===== config.mk =====
export PLATFORM = sky130hd
export DESIGN_NAME = ftp_reply_end_detector
export DESIGN_NICKNAME = d
export VERILOG_FILES = /design/src/ftprd_pkg.sv /design/src/ftprd_in_stage.sv /design/src/ftprd_tracker.sv /design/src/ftprd_out_stage.sv /design/src/ftp_reply_end_detector.sv
export SDC_FILE = /design/constraint.sdc
export NUM_CORES = 1
export LEC_CHECK = 0
export BUFFER_PORTS_ARGS = -buffer_cell sky130_fd_sc_hd__buf_2
export CORE_ASPECT_RATIO = 1.2
export CORE_MARGIN = 3
export CORE_UTILIZATION = 54
export CTS_CLUSTER_DIAMETER = 100
export DETAILED_ROUTE_END_ITERATION = 10
export GPL_TIMING_DRIVEN = 0
export PLACE_DENSITY = 0.75
export SKIP_CTS_REPAIR_TIMING = 1
export SLEW_MARGIN = 15
export SYNTH_ARGS = -nofsm -noshare
export SYNTH_HDL_FRONTEND = slang
export SYNTH_HIERARCHICAL = 1
export SYNTH_SLANG_ARGS = --single-unit

===== constraint.sdc =====
create_clock -name aclk -period 2.6 [get_ports aclk]
set_input_delay 0.13 -clock aclk [delete_from_list [all_inputs] [get_ports aclk]]
set_output_delay 0.13 -clock aclk [all_outputs]
set_load 0.05 [all_outputs]

===== src/ftprd_pkg.sv =====
// Shared types and constants for the FTP reply end detector.
`default_nettype none
package ftprd_pkg;

    localparam int COUNT_WIDTH_DEFAULT = 16;
    localparam int LENGTH_WIDTH        = 16;
    localparam int CODE_WIDTH          = 10;
    localparam int COL_WIDTH           = 6;
    localparam int QUIRK_WIDTH         = 4;
    localparam int OUT_DATA_WIDTH      = 32;

    localparam logic MODE_BYTE  = 1'b0;
    localparam logic MODE_CLEAR = 1'b1;

    localparam logic [CODE_WIDTH-1:0] CODE_SPURIOUS = 10'd550;

    localparam logic [7:0] CH_NL    = 8'h0A;
    localparam logic [7:0] CH_SP    = 8'h20;
    localparam logic [7:0] CH_ZERO  = 8'h30;
    localparam logic [7:0] CH_NINE  = 8'h39;
    localparam logic [7:0] CH_BIG_U = 8'h55;
    localparam logic [7:0] CH_N     = 8'h6E;
    localparam logic [7:0] CH_U     = 8'h75;
    localparam logic [7:0] CH_F     = 8'h66;

    localparam logic [COL_WIDTH-1:0] COL_MAX      = 6'd63;
    localparam logic [COL_WIDTH-1:0] COL_CODE_END = 6'd3;
    localparam logic [COL_WIDTH-1:0] OFF_START    = 6'd4;
    localparam logic [COL_WIDTH-1:0] OFF_SIG_0    = 6'd4;
    localparam logic [COL_WIDTH-1:0] OFF_SIG_1    = 6'd5;
    localparam logic [COL_WIDTH-1:0] OFF_SIG_2    = 6'd28;
    localparam logic [COL_WIDTH-1:0] OFF_SIG_3    = 6'd33;
    localparam logic [QUIRK_WIDTH-1:0] QUIRK_ALL  = 4'hF;

    typedef struct packed {
        logic       mode;
        logic [7:0] data;
        logic       last;
    } in_word_t;

    typedef struct packed {
        logic                    done;
        logic [CODE_WIDTH-1:0]   code;
        logic                    complete;
        logic [LENGTH_WIDTH-1:0] length;
    } result_t;

    typedef struct packed {
        logic                   valid;
        logic [CODE_WIDTH-1:0]  code;
        logic [COL_WIDTH-1:0]   offset;
        logic [QUIRK_WIDTH-1:0] quirk;
    } cand_t;

    function automatic logic is_digit(input logic [7:0] b);
        return (b >= CH_ZERO) && (b <= CH_NINE);
    endfunction

endpackage
`default_nettype wire


===== src/ftprd_in_stage.sv =====
// Input register stage for incoming reply words.
`default_nettype none
module ftprd_in_stage
    import ftprd_pkg::*;
(
    input  wire logic     aclk,
    input  wire logic     aresetn,
    input  wire logic     s_tvalid,
    output logic          s_tready,
    input  wire in_word_t s_word,
    input  wire logic     advance,
    output logic          word_valid,
    output in_word_t      word
);

    logic     valid_reg, valid_next;
    in_word_t word_reg;

    assign s_tready   = !valid_reg || advance;
    assign valid_next = s_tready ? s_tvalid : valid_reg;
    assign word_valid = valid_reg;
    assign word       = word_reg;

    always_ff @(posedge aclk) begin
        if (!aresetn) begin
            valid_reg <= 1'b0;
        end else begin
            valid_reg <= valid_next;
        end
    end

    always_ff @(posedge aclk) begin
        if (s_tvalid && s_tready) begin
            word_reg <= s_word;
        end
    end

endmodule
`default_nettype wire


===== src/ftprd_tracker.sv =====
// Line and candidate tracking, reply end decision and reply state.
`default_nettype none
module ftprd_tracker
    import ftprd_pkg::*;
#(
    parameter int COUNT_WIDTH = COUNT_WIDTH_DEFAULT
) (
    input  wire logic     aclk,
    input  wire logic     aresetn,
    input  wire logic     advance,
    input  wire in_word_t word,
    output logic          res_valid,
    output result_t       res
);

    logic [COUNT_WIDTH-1:0] count_reg, count_next;
    logic [COL_WIDTH-1:0]   col_reg, col_next;
    logic [CODE_WIDTH-1:0]  lcode_reg, lcode_next;
    logic                   prefix_reg, prefix_next;
    cand_t                  cand0_reg, cand0_next;
    cand_t                  cand1_reg, cand1_next;
    logic                   first_reg, first_next;
    logic                   head_reg, head_next;
    logic [CODE_WIDTH-1:0]  held_reg, held_next;
    logic                   complete_reg, complete_next;

    logic [13:0] acc;
    logic        fresh;
    logic        done;
    logic        pick_ok;
    cand_t       pick;
    logic [7:0]  b;

    function automatic cand_t track(input cand_t c, input logic [7:0] v);
        cand_t r;
        r = c;
        if (c.valid) begin
            if (c.offset == OFF_SIG_0 && v == CH_BIG_U) r.quirk[0] = 1'b1;
            if (c.offset == OFF_SIG_1 && v == CH_N)     r.quirk[1] = 1'b1;
            if (c.offset == OFF_SIG_2 && v == CH_U)     r.quirk[2] = 1'b1;
            if (c.offset == OFF_SIG_3 && v == CH_F)     r.quirk[3] = 1'b1;
            if (c.offset != COL_MAX) r.offset = c.offset + 6'd1;
        end
        return r;
    endfunction

    assign b         = word.data;
    assign res_valid = (word.mode == MODE_BYTE) && word.last;
    assign acc       = {4'b0, lcode_reg} * 14'd10 + {10'b0, b[3:0]};

    always_comb begin
        count_next    = count_reg;
        col_next      = col_reg;
        lcode_next    = lcode_reg;
        prefix_next   = prefix_reg;
        cand0_next    = cand0_reg;
        cand1_next    = cand1_reg;
        first_next    = first_reg;
        head_next     = head_reg;
        held_next     = held_reg;
        complete_next = complete_reg;
        fresh         = 1'b0;
        done          = 1'b0;
        pick_ok       = 1'b0;
        pick          = '0;
        if (word.mode == MODE_CLEAR) begin
            count_next    = '0;
            col_next      = '0;
            lcode_next    = '0;
            prefix_next   = 1'b1;
            cand0_next    = '0;
            cand1_next    = '0;
            first_next    = 1'b1;
            head_next     = 1'b1;
            complete_next = 1'b0;
        end else begin
            if (count_reg < COUNT_WIDTH'(3) && !is_digit(b)) head_next = 1'b0;
            if (!(&count_reg)) count_next = count_reg + 1'b1;
            cand0_next = track(cand0_reg, b);
            cand1_next = track(cand1_reg, b);
            if (col_reg < COL_CODE_END) begin
                if (is_digit(b)) begin
                    lcode_next = acc[CODE_WIDTH-1:0];
                end else begin
                    prefix_next = 1'b0;
                end
            end else if (col_reg == COL_CODE_END && prefix_reg && (b == CH_SP || b == CH_NL)) begin
                cand1_next = cand0_next;
                cand0_next = '{valid: 1'b1, code: lcode_reg, offset: OFF_START, quirk: '0};
                fresh      = 1'b1;
            end
            if (b == CH_NL) begin
                col_next    = '0;
                lcode_next  = '0;
                prefix_next = 1'b1;
            end else if (col_reg != COL_MAX) begin
                col_next = col_reg + 6'd1;
            end
            if (word.last) begin
                if (b == CH_NL) begin
                    if (!fresh && cand0_next.valid) begin
                        pick_ok = 1'b1;
                        pick    = cand0_next;
                    end else if (fresh && cand1_next.valid) begin
                        pick_ok = 1'b1;
                        pick    = cand1_next;
                    end
                end
                if (pick_ok) begin
                    held_next = pick.code;
                    done      = 1'b1;
                    if (pick.code == CODE_SPURIOUS) begin
                        if (pick.quirk == QUIRK_ALL) begin
                            count_next    = '0;
                            col_next      = '0;
                            lcode_next    = '0;
                            prefix_next   = 1'b1;
                            cand0_next    = '0;
                            cand1_next    = '0;
                            head_next     = 1'b1;
                            complete_next = 1'b0;
                            done          = 1'b0;
                        end
                    end else begin
                        complete_next = 1'b1;
                    end
                end else if (first_reg && count_next >= COUNT_WIDTH'(3) && !head_next) begin
                    held_next = '0;
                    done      = 1'b1;
                end
                first_next = (count_next == '0);
            end
        end
    end

    assign res.done     = done;
    assign res.code     = held_next;
    assign res.complete = complete_next;
    assign res.length   = LENGTH_WIDTH'(count_next);

    always_ff @(posedge aclk) begin
        if (!aresetn) begin
            count_reg    <= '0;
            col_reg      <= '0;
            lcode_reg    <= '0;
            prefix_reg   <= 1'b1;
            cand0_reg    <= '0;
            cand1_reg    <= '0;
            first_reg    <= 1'b1;
            head_reg     <= 1'b1;
            held_reg     <= '0;
            complete_reg <= 1'b0;
        end else if (advance) begin
            count_reg    <= count_next;
            col_reg      <= col_next;
            lcode_reg    <= lcode_next;
            prefix_reg   <= prefix_next;
            cand0_reg    <= cand0_next;
            cand1_reg    <= cand1_next;
            first_reg    <= first_next;
            head_reg     <= head_next;
            held_reg     <= held_next;
            complete_reg <= complete_next;
        end
    end

endmodule
`default_nettype wire


===== src/ftprd_out_stage.sv =====
// Result register stage driving the master-side stream.
`default_nettype none
module ftprd_out_stage
    import ftprd_pkg::*;
(
    input  wire logic    aclk,
    input  wire logic    aresetn,
    input  wire logic    load,
    input  wire result_t res,
    output logic         slot_free,
    output logic         m_tvalid,
    input  wire logic    m_tready,
    output logic [OUT_DATA_WIDTH-1:0] m_tdata
);

    logic    valid_reg, valid_next;
    result_t res_reg;

    assign slot_free  = !valid_reg || m_tready;
    assign valid_next = load ? 1'b1 : (m_tready ? 1'b0 : valid_reg);
    assign m_tvalid   = valid_reg;
    assign m_tdata    = {4'b0, res_reg.length, res_reg.complete, res_reg.code, res_reg.done};

    always_ff @(posedge aclk) begin
        if (!aresetn) begin
            valid_reg <= 1'b0;
        end else begin
            valid_reg <= valid_next;
        end
    end

    always_ff @(posedge aclk) begin
        if (load) begin
            res_reg <= res;
        end
    end

endmodule
`default_nettype wire


===== src/ftp_reply_end_detector.sv =====
// Top level of the FTP reply end detector.
// Takes one reply byte a word and produces one result word for each byte that closes a chunk.
// A byte passes an input register, is folded into the line and candidate state by one stage of
// short logic, and its result lands in an output register, so a new word is accepted every
// cycle as long as the result side keeps taking words; a stalled result only holds back bytes
// that themselves end a chunk. A clear word (tuser high) empties the reply without producing a
// result. There is no clearing pass.
`default_nettype none
module ftp_reply_end_detector
    import ftprd_pkg::*;
#(
    parameter int COUNT_WIDTH = COUNT_WIDTH_DEFAULT
) (
    input  wire logic                      aclk,
    input  wire logic                      aresetn,
    input  wire logic                      s_tvalid,
    output logic                           s_tready,
    input  wire logic [7:0]                s_tdata,   // [7:0] data_byte
    input  wire logic                      s_tlast,   // chunk_end
    input  wire logic                      s_tuser,   // [0] mode
    output logic                           m_tvalid,
    input  wire logic                      m_tready,
    output logic [OUT_DATA_WIDTH-1:0]      m_tdata    // [0] reply_done, [10:1] reply_code,
                                                      // [11] reply_complete,
                                                      // [27:12] reply_length, [31:28] zero
);

    in_word_t s_word;
    in_word_t word;
    logic     word_valid;
    logic     advance;
    logic     res_valid;
    result_t  res;
    logic     slot_free;

    assign s_word  = '{mode: s_tuser, data: s_tdata, last: s_tlast};
    assign advance = word_valid && (!res_valid || slot_free);

    ftprd_in_stage u_in (
        .aclk       (aclk),
        .aresetn    (aresetn),
        .s_tvalid   (s_tvalid),
        .s_tready   (s_tready),
        .s_word     (s_word),
        .advance    (advance),
        .word_valid (word_valid),
        .word       (word)
    );

    ftprd_tracker #(
        .COUNT_WIDTH (COUNT_WIDTH)
    ) u_track (
        .aclk      (aclk),
        .aresetn   (aresetn),
        .advance   (advance),
        .word      (word),
        .res_valid (res_valid),
        .res       (res)
    );

    ftprd_out_stage u_out (
        .aclk      (aclk),
        .aresetn   (aresetn),
        .load      (advance && res_valid),
        .res       (res),
        .slot_free (slot_free),
        .m_tvalid  (m_tvalid),
        .m_tready  (m_tready),
        .m_tdata   (m_tdata)
    );

endmodule
`default_nettype wire


# --- After elaboration in Yosys (flattened, before gate mapping) ---
# Cells that the tools add are included.
op_classes:
  muxes: 97
  n_eq_ne: 20
  n_addsub: 5
  reduce_logical: 36
  multipliers: 1
  order_cmp: 5
  bitwise_logic: 2
op_table:
  columns: ["operator", "count"]
  rows:
  - ["$mux 21", 16]
  - ["$mux 16", 9]
  - ["$mux 10", 14]
  - ["$mux 20", 5]
  - ["$mux 6", 9]
  - ["$mux 1", 44]
  - ["$eq 8x7->1 const B", 4]
  - ["$eq 6x3->1 const B", 4]
  - ["$logic_and 1x1->1", 20]
  - ["$add 6x1->6 const B", 3]
  - ["$ne 6x6->1 const B", 3]
  - ["$add 16x1->16 const B", 1]
  - ["$ge 16x2->1 const B", 1]
  - ["$logic_not 16->1", 1]
  - ["$lt 16x2->1 const B", 1]
  - ["$reduce_and 16->1", 1]
  - ["$eq 6x5->1 const B", 2]
  - ["$eq 6x6->1 const B", 2]
  - ["$add 10x4->10", 1]
  - ["$eq 10x10->1 const B", 1]
  - ["$mul 10x3->9 const B", 1]
  - ["$eq 8x4->1 const B", 1]
  - ["$eq 8x6->1 const B", 1]
  - ["$ge 8x6->1 const B", 1]
  - ["other kinds (10)", 20]
totals:
  out_inout_bits: 34
  input_bits: 14
  word_cells: 191
  reg_bits: 128

# --- Depth between registers and ports, before layout ---
# Gate-level depths: netlist of the first run.
logic_depth:
  ltp_word: 22
  mapped_depth: 11
  mapped_depth_nobuf: 11

# --- Hierarchy ---
# The synthesis of the first run kept the hierarchy.
by_module_without_submodules:
  columns: ["module", "seq_area_each_um2", "instances", "cells_each", "area_per_inst_um2"]
  rows:
  - ["ftprd_tracker", 1341.3, 1, 593, 4551.9]
  - ["ftprd_out_stage", 860.8, 1, 37, 923.4]
  - ["ftprd_in_stage", 320.3, 1, 15, 357.8]
  - ["ftp_reply_end_detector", 0.0, 1, 3, 18.8]

# --- Worst setup path after synthesis of the first run ---
# Ideal clock, no wire load.
synth_timing:
  path_kind: "register -> register"
  startpoint: "reg u_track.count_reg[10]"
  endpoint: "reg u_out.res_reg, in the netlist u_out/m_tdata[0], data pin"
  required_time_ps: 2349
  n_path_buf: 2
  t_arrival_ps: 2233
  path_slack_ps: 116
  path_stages_with_launch: 10
  setup_time_ps: 251
  path_cell_list: "dfxtp_1 clkbuf_1 nand3_1 nor4_1 mux2i_1 nand4_1 nor4_2 a21boi_1 nor2b_1 buf_4"
synth_between:
  elab_chain_cells: 8
synth_lines:
  columns: ["item", "line", "source"]
  rows:
  - ["from (decl)", "ftprd_tracker.sv:16", "logic [COUNT_WIDTH-1:0] count_reg, count_next;"]
  - ["from (signal assigned)", "ftprd_tracker.sv:154", "count_reg <= count_next;"]
  - ["$add 16x1->16, or another cell as far along", "ftprd_tracker.sv:78", "if (!(&count_reg)) count_next = count_reg + 1'b1;"]
  - ["$mux 16 / $logic_and 1x1->1 (equally long branches)", "ftprd_tracker.sv:78, ftprd_tracker.sv:77", null]
  - ["$mux 16 / $mux 1 (equally long branches)", "ftprd_tracker.sv:66, ftprd_tracker.sv:77", null]
  - ["$ge 16x2->1 / $mux 1 (equally long branches)", "ftprd_tracker.sv:127, ftprd_tracker.sv:66", null]
  - ["$logic_and 1x1->1 / $logic_not 1->1 (equally long branches)", "ftprd_tracker.sv:127", "end else if (first_reg && count_next >= COUNT_WIDTH'(3) && !head_next) begin"]
  - ["$logic_and 1x1->1 *", "ftprd_tracker.sv:127", null]
  - ["$mux 1 *", "ftprd_tracker.sv:127", null]
  - ["$mux 1 *", "ftprd_tracker.sv:109", "if (pick_ok) begin"]
  - ["to (signal assigned)", "ftprd_out_stage.sv:34", "res_reg <= res;"]
  - ["to (decl)", "ftprd_out_stage.sv:17", "result_t res_reg;"]
# Mark *: on every way between the ends. The rest lies on a longest branch, timed or not. The select of a mux whose other input is x is not followed.
# A chain may end at the register's enable or synchronous reset.

# --- Worst setup path in the final report of the first run ---
layout_timing:
  startpoint: "reg u_track.count_reg[6]"
  endpoint: "reg u_out.res_reg, in the netlist u_out/m_tdata[0], data pin"
# Same word-level chain as after synthesis.

==> flow_metrics.env, run 1 <==
export IMPL_status="complete, but fails checks"
export IMPL_violations="setup timing"
export IMPL_power_leakage_nw=2.96
export IMPL_slew_limit_headroom_pct=54.6
export IMPL_critPathKind="flip-flop to flip-flop"
export IMPL_grt_max_degree=30
export IMPL_dr_total_vias=5223
export IMPL_finalWorstSetupSlack_ps=-109
export IMPL_power_per_cell_area_nw_per_um2=483
export IMPL_cp_start_kind="flip-flop"
export IMPL_setup_viol=23
export IMPL_placed_area_sq_um=6240
export IMPL_cts_root_buffer="clkbuf_16"
export IMPL_max_freq_mhz=369
export IMPL_ir_worst_vdd_mv=0.303
export IMPL_coreArea_sq_um=10600
export IMPL_drive_gt1_share_pct=23.6
export IMPL_ys_flop_type="dfxtp_1"
export IMPL_fin_area_sq_um=7250
export IMPL_grt_first_pass_wirelength_mm=22.8
export IMPL_ff2ff_path_depth=9
export IMPL_p_switching_uw=837
export IMPL_slew_viol_final=0
export IMPL_yosys_warnings=6
export IMPL_io_buffer_count=43
export IMPL_numCtsBuffers=9
export IMPL_start_util_pct=55.4
export IMPL_post_synth_cell_area_avg_sq_um=9.03
export IMPL_maxCapViolCount=0
export IMPL_clockBufferDepth=2
export IMPL_num_io_pins=48
export IMPL_postRouteAntennaNets=0
export IMPL_p_comb_share_pct=9.1
export IMPL_worstPathRequired_ps=2710
export IMPL_crit_start="u_track/count_reg[6]"
export IMPL_cts_sinks=107
export IMPL_cp_end_kind="flip-flop"
export IMPL_htreeDepth=3
export IMPL_met2_usage_pct=38.6
export IMPL_syn_area_sq_um=5850
export IMPL_hold_viol_final=0
export IMPL_p_clk_share_pct=40.2
export IMPL_dieArea_sq_um=12100
export IMPL_timing_rr_start="u_track/count_reg[6]"
export IMPL_fin_skew_ps=6.93
export IMPL_antennaDiodeCount=0
export IMPL_internal_power_mw=2.66
export IMPL_die_y_um=120
export IMPL_clock_latency_ps=350
export IMPL_yosysUniqueCellTypes=76
export IMPL_antenna_found_initial=0
export IMPL_drc=0
export IMPL_synth_edff_count=38
export IMPL_grt_met1_usage_pct=30.0
export IMPL_clk_pin_slew_ps=70
export IMPL_p_seq_share_pct=50.7
export IMPL_drt_iter0_markers=235
export IMPL_vias_per_cell=5.99
export IMPL_globalRouteTotalUtil_pct=23.6
export IMPL_ys_ff_latch=107
export IMPL_cts_tree="done"
export IMPL_critical_path_max_fanout=8
export IMPL_switching_share_pct=23.9
export IMPL_rsz0062_at_grt="true"
export IMPL_largest_register_ffs=28
export IMPL_use_met3_pct=5.47
export IMPL_dpl_hpwl_mm=10.3
export IMPL_area_growth_pct=23.9
export IMPL_min_delay_start="s_tvalid"
export IMPL_holdPathStages=3
export IMPL_dr_pass1_iters=5
export IMPL_post_route_period_util_pct=104
export IMPL_worst_slew_pin_slew_ps=679
export IMPL_fin_crit_ps=2710
export IMPL_hold_slack_ps=33.1
export IMPL_die_width_um=101
export IMPL_holdCritPathClass="input port to flip-flop"
export IMPL_grt_busiest_layer="met2"
export IMPL_num_nets_final=773
export IMPL_synthCells=648
export IMPL_num_rows=41
export IMPL_routabilityCongestion=0.925
export IMPL_wirelength_mm=14.8
export IMPL_ys_async_sr_fraction_pct=0
export IMPL_grt_pass1_vias=4703
export IMPL_arrival_ps=2820
export IMPL_ys_seq_area_share_pct=43.1
export IMPL_wl_per_cell_um=17.0
export IMPL_overflow=0
-- power groups by stage --
stage / clock network (mW) / registers, mW / logic, mW
6_report: 1.41 / 1.77 / 0.317
2_1_floorplan: 0 / 1.86 / 0.154
3_5_place_dp: 0 / 1.82 / 0.268
4_1_cts: 1.43 / 1.78 / 0.269
5_1_grt: 1.49 / 1.78 / 0.340
3_3_place_gp: 0 / 1.82 / 0.262
-- cells in the mapped netlist, types with 3 or more instances --
cell	count	area, sq um
dfxtp_1	69	1380
nand2_1	69	259
o21ai_0	51	255
nor2_1	39	146
edfxtp_1	38	1140
nand3_1	37	185
inv_1	30	113
clkbuf_1	29	109
and3_1	20	125
ha_1	19	238
a31oi_1	16	100
a21oi_1	14	70.1
nand4_1	12	75.1
xnor2_1	12	105
nor2b_1	11	68.8
nor3_1	11	55.1
nor4_1	10	62.6
a21o_1	9	67.6
a22o_1	8	70.1
and2_1	8	50.1
buf_2	8	40.0
buf_4	7	52.6
mux2i_1	7	70.1
o2bb2ai_1	7	61.3
nor3b_1	6	45.0
o21ai_1	6	30.0
o211ai_1	5	37.5
a21boi_0	4	30.0
and4_1	4	35.0
nand2b_1	4	25.0
nand4b_1	4	35.0
nor4bb_1	4	40.0
xor2_1	4	35.0
and3b_1	3	26.3
buf_6	3	33.8
o211a_1	3	30.0
o31ai_1	3	22.5
-- critical path: stages, from the launching register on --
cell and delay, ps:
dfxtp_4 390, nand4_1 250, buf_6 250, nor3_2 200, mux2i_1 340, nand4_1 210, nor4_4 420, a21boi_1 130
nor2b_1 160, buf_4 120
-- stage by stage --
step / utilization (%) / std cells / power [mW] / setup WS (ps) / setup TNS, ps
after global placement: 59.0 / 823 / 2.08 / -722 / -15400
after global routing: 68.6 / 872 / 3.61 / -245 / -5020
final: 68.6 / 872 / 3.50 / -109 / -1310
after CTS: 62.0 / 839 / 3.48 / -650 / -14860
after floorplan: - / 651 / 2.01 / 116 / 0
after detailed placement: 59.0 / 823 / 2.09 / -636 / -14480
-- placed cells by master (no fill, tap or decap), drive strengths merged, types with 11 or more instances in the layout --
cell    count
a21oi      15
a31oi      16
and3       21
buf        88
clkbuf     38
dfxtp      69
edfxtp     38
ha         19
inv        31
nand2      69
nand3      38
nand4      13
nor2       40
nor2b      11
nor3       11
nor4       13
o21ai      57
xnor2      12
-- cell families after synthesis --
kind of cell	Yosys count	share of synthesized area [%]
simple gates	264	25.1
compound gates	151	17.1
flops	107	43.1
buf+inv	80	6.14
fa+ha+maj	21	4.75
xor+xnor	16	2.39
mux	8	1.39
other cells	1	0.0641
-- worst paths after layout --
path,end,slack [ps]
setup / recovery,u_out/m_tdata[0],-110
hold / removal,u_in/word_valid,30
setup reg to reg,u_out/m_tdata[0],-110
hold reg to reg,u_track/head_reg,450
-- area by class of cell --
class | count | area (sq um)
plain buffers | 45 | 295
clock buffers | 11 | 253
clock inverters | 5 | 60.1
fillers | 808 | 3320
inverters | 31 | 116
multi-input cells | 464 | 3290
flip-flops and latches | 107 | 2540
well taps | 129 | 161
repair buffers | 80 | 529
-- routing by layer --
metal,vias to the layer above,wire length (um)
li1,2550,-
met1,2429,6130
met2,209,7320
met3,35,897
met4,0,452
met5,-,0
No activity file was read; power rests on OpenSTA's default activity.
==> run 2: changes to the inputs <==
--- a/config.mk
+++ b/config.mk
@@ -6,7 +6,6 @@
 export NUM_CORES = 1
 export LEC_CHECK = 0
 export BUFFER_PORTS_ARGS = -buffer_cell sky130_fd_sc_hd__buf_2
-export CORE_ASPECT_RATIO = 1.2
 export CORE_MARGIN = 3
 export CORE_UTILIZATION = 54
 export CTS_CLUSTER_DIAMETER = 100
==> run 2 against run 1 <==
Compared with the run above: the run still ends with setup timing left; fmax rose by 1.2%; via count increased by 2.8%; sequential cell count did not move; sequential share of layout area grew 0.50 points; critical path type unchanged; critical endpoint unchanged; highest routed layer unchanged.
==> flow_metrics.env, run 2 (synthesis gave the netlist of run 1 again) <==
export IMPL_status="complete, but fails checks"
export IMPL_violations="setup timing"
export IMPL_critPathKind="flip-flop to flip-flop"
export IMPL_power_leakage_nw=2.96
export IMPL_die_y_um=110
export IMPL_globalRouteTotalUtil_pct=24.0
export IMPL_placed_area_sq_um=6250
export IMPL_power_per_cell_area_nw_per_um2=429
export IMPL_worst_slew_pin_slew_ps=658
export IMPL_max_freq_mhz=374
export IMPL_hold_slack_ps=5.92
export IMPL_io_buffer_count=43
export IMPL_most_common_layout_cells="nand2_1, dfxtp_1, buf_2"
export IMPL_fin_skew_ps=12.6
export IMPL_r2r_setup_slack_ps=-80
export IMPL_post_route_period_util_pct=103
export IMPL_coreArea_sq_um=10400
export IMPL_wl_met1_mm=6.51
export IMPL_routabilityCongestion=0.957
export IMPL_num_io_pins=48
export IMPL_cts_root_buffer="clkbuf_8"
export IMPL_dr_wl_met3_mm=1.02
export IMPL_htreeDepth=3
export IMPL_holdCritPathClass="input port to flip-flop"
export IMPL_clk_pin_slew_ps=110
export IMPL_grt_pass1_vias=4643
export IMPL_holdPathStages=3
export IMPL_die_width_um=110
export IMPL_p_switching_uw=850
export IMPL_dp_cells=830
export IMPL_ff_latch_area_sq_um=2550
export IMPL_internal_power_mw=2.23
export IMPL_ff2ff_path_depth=9
export IMPL_area_growth_pct=22.4
export IMPL_p_clk_share_pct=32.1
export IMPL_dr_pass1_iters=5
export IMPL_rsz0062_at_grt="true"
export IMPL_overflow=0
export IMPL_setup_viol=10
export IMPL_num_rows=37
export IMPL_drive_gt1_share_pct=24.6
export IMPL_route_met2_wl_mm=7.41
export IMPL_dieArea_sq_um=12100
export IMPL_wl_per_cell_um=17.3
export IMPL_cp_end_kind="flip-flop"
export IMPL_drt_iter0_markers=442
export IMPL_dpl_worst_slack_ps=-562
export IMPL_drc=0
export IMPL_slew_viol_final=0
export IMPL_start_util_pct=56.2
export IMPL_clock_latency_ps=380
export IMPL_ir_worst_vdd_mv=0.251
export IMPL_dr_total_vias=5367
export IMPL_worstPathRequired_ps=2750
export IMPL_arrival_ps=2830
export IMPL_cts_sinks=107
export IMPL_antennaDiodeCount=0
export IMPL_highest_layer="met4"
export IMPL_fin_area_sq_um=7160
export IMPL_final_cells=884
export IMPL_numCtsBuffers=9
export IMPL_grt_max_degree=30
export IMPL_clockBufferDepth=2
export IMPL_multi_input_area_sq_um=3300
export IMPL_finalWorstSetupSlack_ps=-76.2
export IMPL_slew_limit_headroom_pct=56.1
export IMPL_cts_tree="done"
export IMPL_hold_viol_final=0
export IMPL_p_seq_share_pct=57.7
export IMPL_fin_crit_ps=2680
export IMPL_num_nets_final=778
export IMPL_maxCapViolCount=0
export IMPL_largest_register_ffs=28
export IMPL_layout_commonest_cell="nand2_1"
export IMPL_fillers=823
export IMPL_critical_path_max_fanout=7
export IMPL_p_comb_share_pct=10.3
export IMPL_vias_per_cell=6.07
export IMPL_grt_first_pass_wirelength_mm=22.9
export IMPL_antenna_found_initial=0
export IMPL_switching_share_pct=27.6
export IMPL_cp_start_kind="flip-flop"
export IMPL_wirelength_mm=15.3
export IMPL_dpl_hpwl_mm=10.4
export IMPL_postRouteAntennaNets=0
-- run 2: cell count changes in the layout (fill, tap and decap cells not counted), moves of 7 or more --
cell       previous run  this run
clkbuf_16             9         0
o21ai_0              34        42
o21ai_1              20        12
buf_4                30        37
clkbuf_8              2         9
-- run 2: layer usage --
layer | track usage [%] | vias up
met5 | 0 | -
met4 | 7.12 | 0
met3 | 4.25 | 32
met2 | 39.2 | 227
met1 | 32.6 | 2559
li1 | - | 2549
-- run 2: cell type report --
cell class	count	area share, %
Multi-Input combinational cell	465	46.0
Sequential cell	107	35.6
Timing Repair Buffer	84	7.63
Buffer	45	4.12
Tap cell	136	2.38
Clock buffer	9	1.73
Inverter	31	1.62
Clock inverter	7	0.891
-- run 2: worst max-delay path, cell delays in order, from the launching register on --
cell,delay [ps]
dfxtp_4,400
nand4_1,250
buf_6,250
nor3_4,190
mux2i_1,290
o2111ai_2,190
nor4_4,440
a21boi_2,140
nor2b_1,160
buf_4,130
-- run 2: worst paths after layout --
kind                            to            startpoint
setup reg to reg  u_out/m_tdata[0]  u_track/count_reg[6]
hold / removal     u_in/word_valid              s_tvalid
setup / recovery  u_out/m_tdata[0]  u_track/count_reg[6]
hold reg to reg   u_track/head_reg      u_track/head_reg
-- run 2: stage by stage --
stage          total power, mW  util [%]  setup TNS [ps]
6_report                  3.08      68.8            -242
3_3_place_gp              2.08      60.0          -11360
2_1_floorplan             2.01         -               0
4_1_cts                   3.05      61.8          -13610
3_5_place_dp              2.08      60.0          -11870
5_1_grt                   3.19      68.8           -2020
-- run 2: power by group through the flow --
stage               Combinational [mW]  Sequential, mW  Clock, mW
floorplan                        0.154            1.86          0
global placement                 0.263            1.82          0
detailed placement               0.267            1.82          0
CTS                              0.268            1.78      0.999
global route                     0.340            1.78       1.07
finish                           0.316            1.77      0.987
==> run 3: changes to the inputs <==
--- a/config.mk
+++ b/config.mk
@@ -7,11 +7,11 @@
 export LEC_CHECK = 0
 export BUFFER_PORTS_ARGS = -buffer_cell sky130_fd_sc_hd__buf_2
 export CORE_MARGIN = 3
-export CORE_UTILIZATION = 54
+export CORE_UTILIZATION = 55
 export CTS_CLUSTER_DIAMETER = 100
 export DETAILED_ROUTE_END_ITERATION = 10
 export GPL_TIMING_DRIVEN = 0
-export PLACE_DENSITY = 0.75
+export PLACE_DENSITY = 0.73
 export SKIP_CTS_REPAIR_TIMING = 1
 export SLEW_MARGIN = 15
 export SYNTH_ARGS = -nofsm -noshare
==> constraint.sdc (replaced) <==
create_clock -name aclk -period 2.8 [get_ports aclk]
set_input_delay 0.14 -clock aclk [delete_from_list [all_inputs] [get_ports aclk]]
set_output_delay 0.14 -clock aclk [all_outputs]
set_load 0.05 [all_outputs]
==> run 3 against run 2 <==
Compared with the run above: the flow now finishes without violations; global-route usage increased by 0.73 points; sequential cell count stayed put; clock power is 5% higher.
==> flow_metrics.env, run 3 (synthesis gave the netlist of run 1 again) <==
export IMPL_coreArea_sq_um=10300
export IMPL_fin_skew_ps=15.7
export IMPL_start_util_pct=56.7
export IMPL_drc=0
export IMPL_clk_pin_slew_ps=110
export IMPL_critical_path_max_fanout=9
export IMPL_regToRegEndpoint="u_track/cand0_reg[16]"
export IMPL_grt_max_degree=30
export IMPL_cts_root_buffer="clkbuf_8"
export IMPL_ff2ff_path_depth=9
export IMPL_arrival_ps=3020
export IMPL_dr_total_vias=5116
export IMPL_largest_register_ffs=28
export IMPL_numCtsBuffers=9
export IMPL_num_io_pins=48
export IMPL_cts_tree="done"
export IMPL_most_common_layout_cells="nand2_1, dfxtp_1, o21ai_0"
export IMPL_placed_area_sq_um=6250
export IMPL_hold_viol_final=0
export IMPL_dp_cells=830
export IMPL_maxCapViolCount=0
export IMPL_holdCritPathClass="input port to flip-flop"
export IMPL_slew_viol_final=0
export IMPL_max_freq_mhz=365
export IMPL_grt_first_pass_wirelength_mm=23.0
export IMPL_overflow=0
export IMPL_wl_per_cell_um=16.7
export IMPL_drive_gt1_share_pct=18.9
export IMPL_slew_limit_headroom_pct=57.0
export IMPL_postRouteAntennaNets=0
export IMPL_cp_start_kind="flip-flop"
export IMPL_cts_sinks=107
export IMPL_worst_slew_pin_slew_ps=641
export IMPL_r2r_setup_slack_ps=60
export IMPL_area_growth_pct=17.0
export IMPL_fin_area_sq_um=6840
export IMPL_holdPathStages=2
export IMPL_clockBufferDepth=2
export IMPL_ir_worst_vdd_mv=0.341
export IMPL_globalRouteTotalUtil_pct=24.7
export IMPL_die_width_um=109
export IMPL_routabilityCongestion=0.941
export IMPL_grt_pass1_vias=4688
export IMPL_num_nets_final=764
export IMPL_antenna_found_initial=0
export IMPL_dpl_hpwl_mm=10.4
export IMPL_fin_crit_ps=2740
export IMPL_setup_viol=0
export IMPL_crit_start="u_in/word[5]"
export IMPL_cp_end_kind="flip-flop"
export IMPL_fillers=862
export IMPL_power_leakage_nw=2.70
export IMPL_worstPathRequired_ps=3080
export IMPL_min_delay_start="aresetn"
export IMPL_drt_iter0_markers=383
export IMPL_dr_pass1_iters=5
export IMPL_antennaDiodeCount=0
export IMPL_crit_path_end="u_track/cand0_reg[16]"
export IMPL_die_y_um=109
export IMPL_final_cells=870
export IMPL_power_per_cell_area_nw_per_um2=433
export IMPL_clock_latency_ps=380
export IMPL_post_route_period_util_pct=98.0
export IMPL_status="finished, final reports clean"
export IMPL_critPathKind="flip-flop to flip-flop"
export IMPL_io_buffer_count=43
export IMPL_num_rows=37
export IMPL_dieArea_sq_um=11900
export IMPL_vias_per_cell=5.88
export IMPL_htreeDepth=3
export IMPL_fin_setup_tns_ps=0
export IMPL_layout_commonest_cell="nand2_1"
export IMPL_timing_rr_start="u_in/word[5]"
export IMPL_rsz0062_at_grt="true"
export IMPL_finalPower_mw=2.97
export IMPL_wirelength_mm=14.5
[run 3: worst min-delay path by stage]
stage / endpoint / slack (ps)
2_1_floorplan: u_in/word[0] / 240
3_3_place_gp: u_in/word[1] / 320
3_5_place_dp: u_in/word[9] / 320
4_1_cts: u_in/word[9] / -80
5_1_grt: u_in/word_valid / 0.8
6_report: u_out/m_tvalid / 10
[run 3: area by class of cell]
cell class	count	area, sq um	share of cell area, %
Clock buffer	10	128	1.86
Tap cell	136	170	2.49
Clock inverter	6	88.8	1.30
Inverter	31	116	1.70
Multi-Input combinational cell	464	3110	45.4
Timing Repair Buffer	68	440	6.44
Sequential cell	107	2530	37.0
Buffer	48	264	3.86
[run 3: critical path, cell delays in order, from the launching register on]
cell	delay [ps]
edfxtp_1	450
or4_4	580
nor4_2	280
nand4_1	210
o41a_1	430
buf_6	170
nand3_4	140
nor2_2	90
buf_6	130
a22o_1	170
[run 3: where the power goes]
group	total [mW]	leakage [nW]	internal [mW]	switching, mW
Combinational	0.275	1.71	0.0889	0.186
Sequential	1.65	0.894	1.63	0.0206
Clock	1.04	0.105	0.506	0.533
[run 3: stage by stage]
step	util [%]	setup slack, ps	hold slack (ps)
6_report	66.3	56.9	12.1
5_1_grt	66.3	-84.2	0.833
4_1_cts	62.6	-457	-84.9
3_5_place_dp	60.5	-402	318
3_3_place_gp	60.5	-461	316
2_1_floorplan	-	316	239
[run 3: layer usage]
layer / GRT usage [%] / part of all wire [%] / up-vias
met2: 41.0 / 48 / 171
met4: 8.12 / 2.2 / 0
met3: 4.91 / 5.9 / 25
met5: 0 / 0 / -
met1: 32.3 / 44 / 2407
li1: - / - / 2513
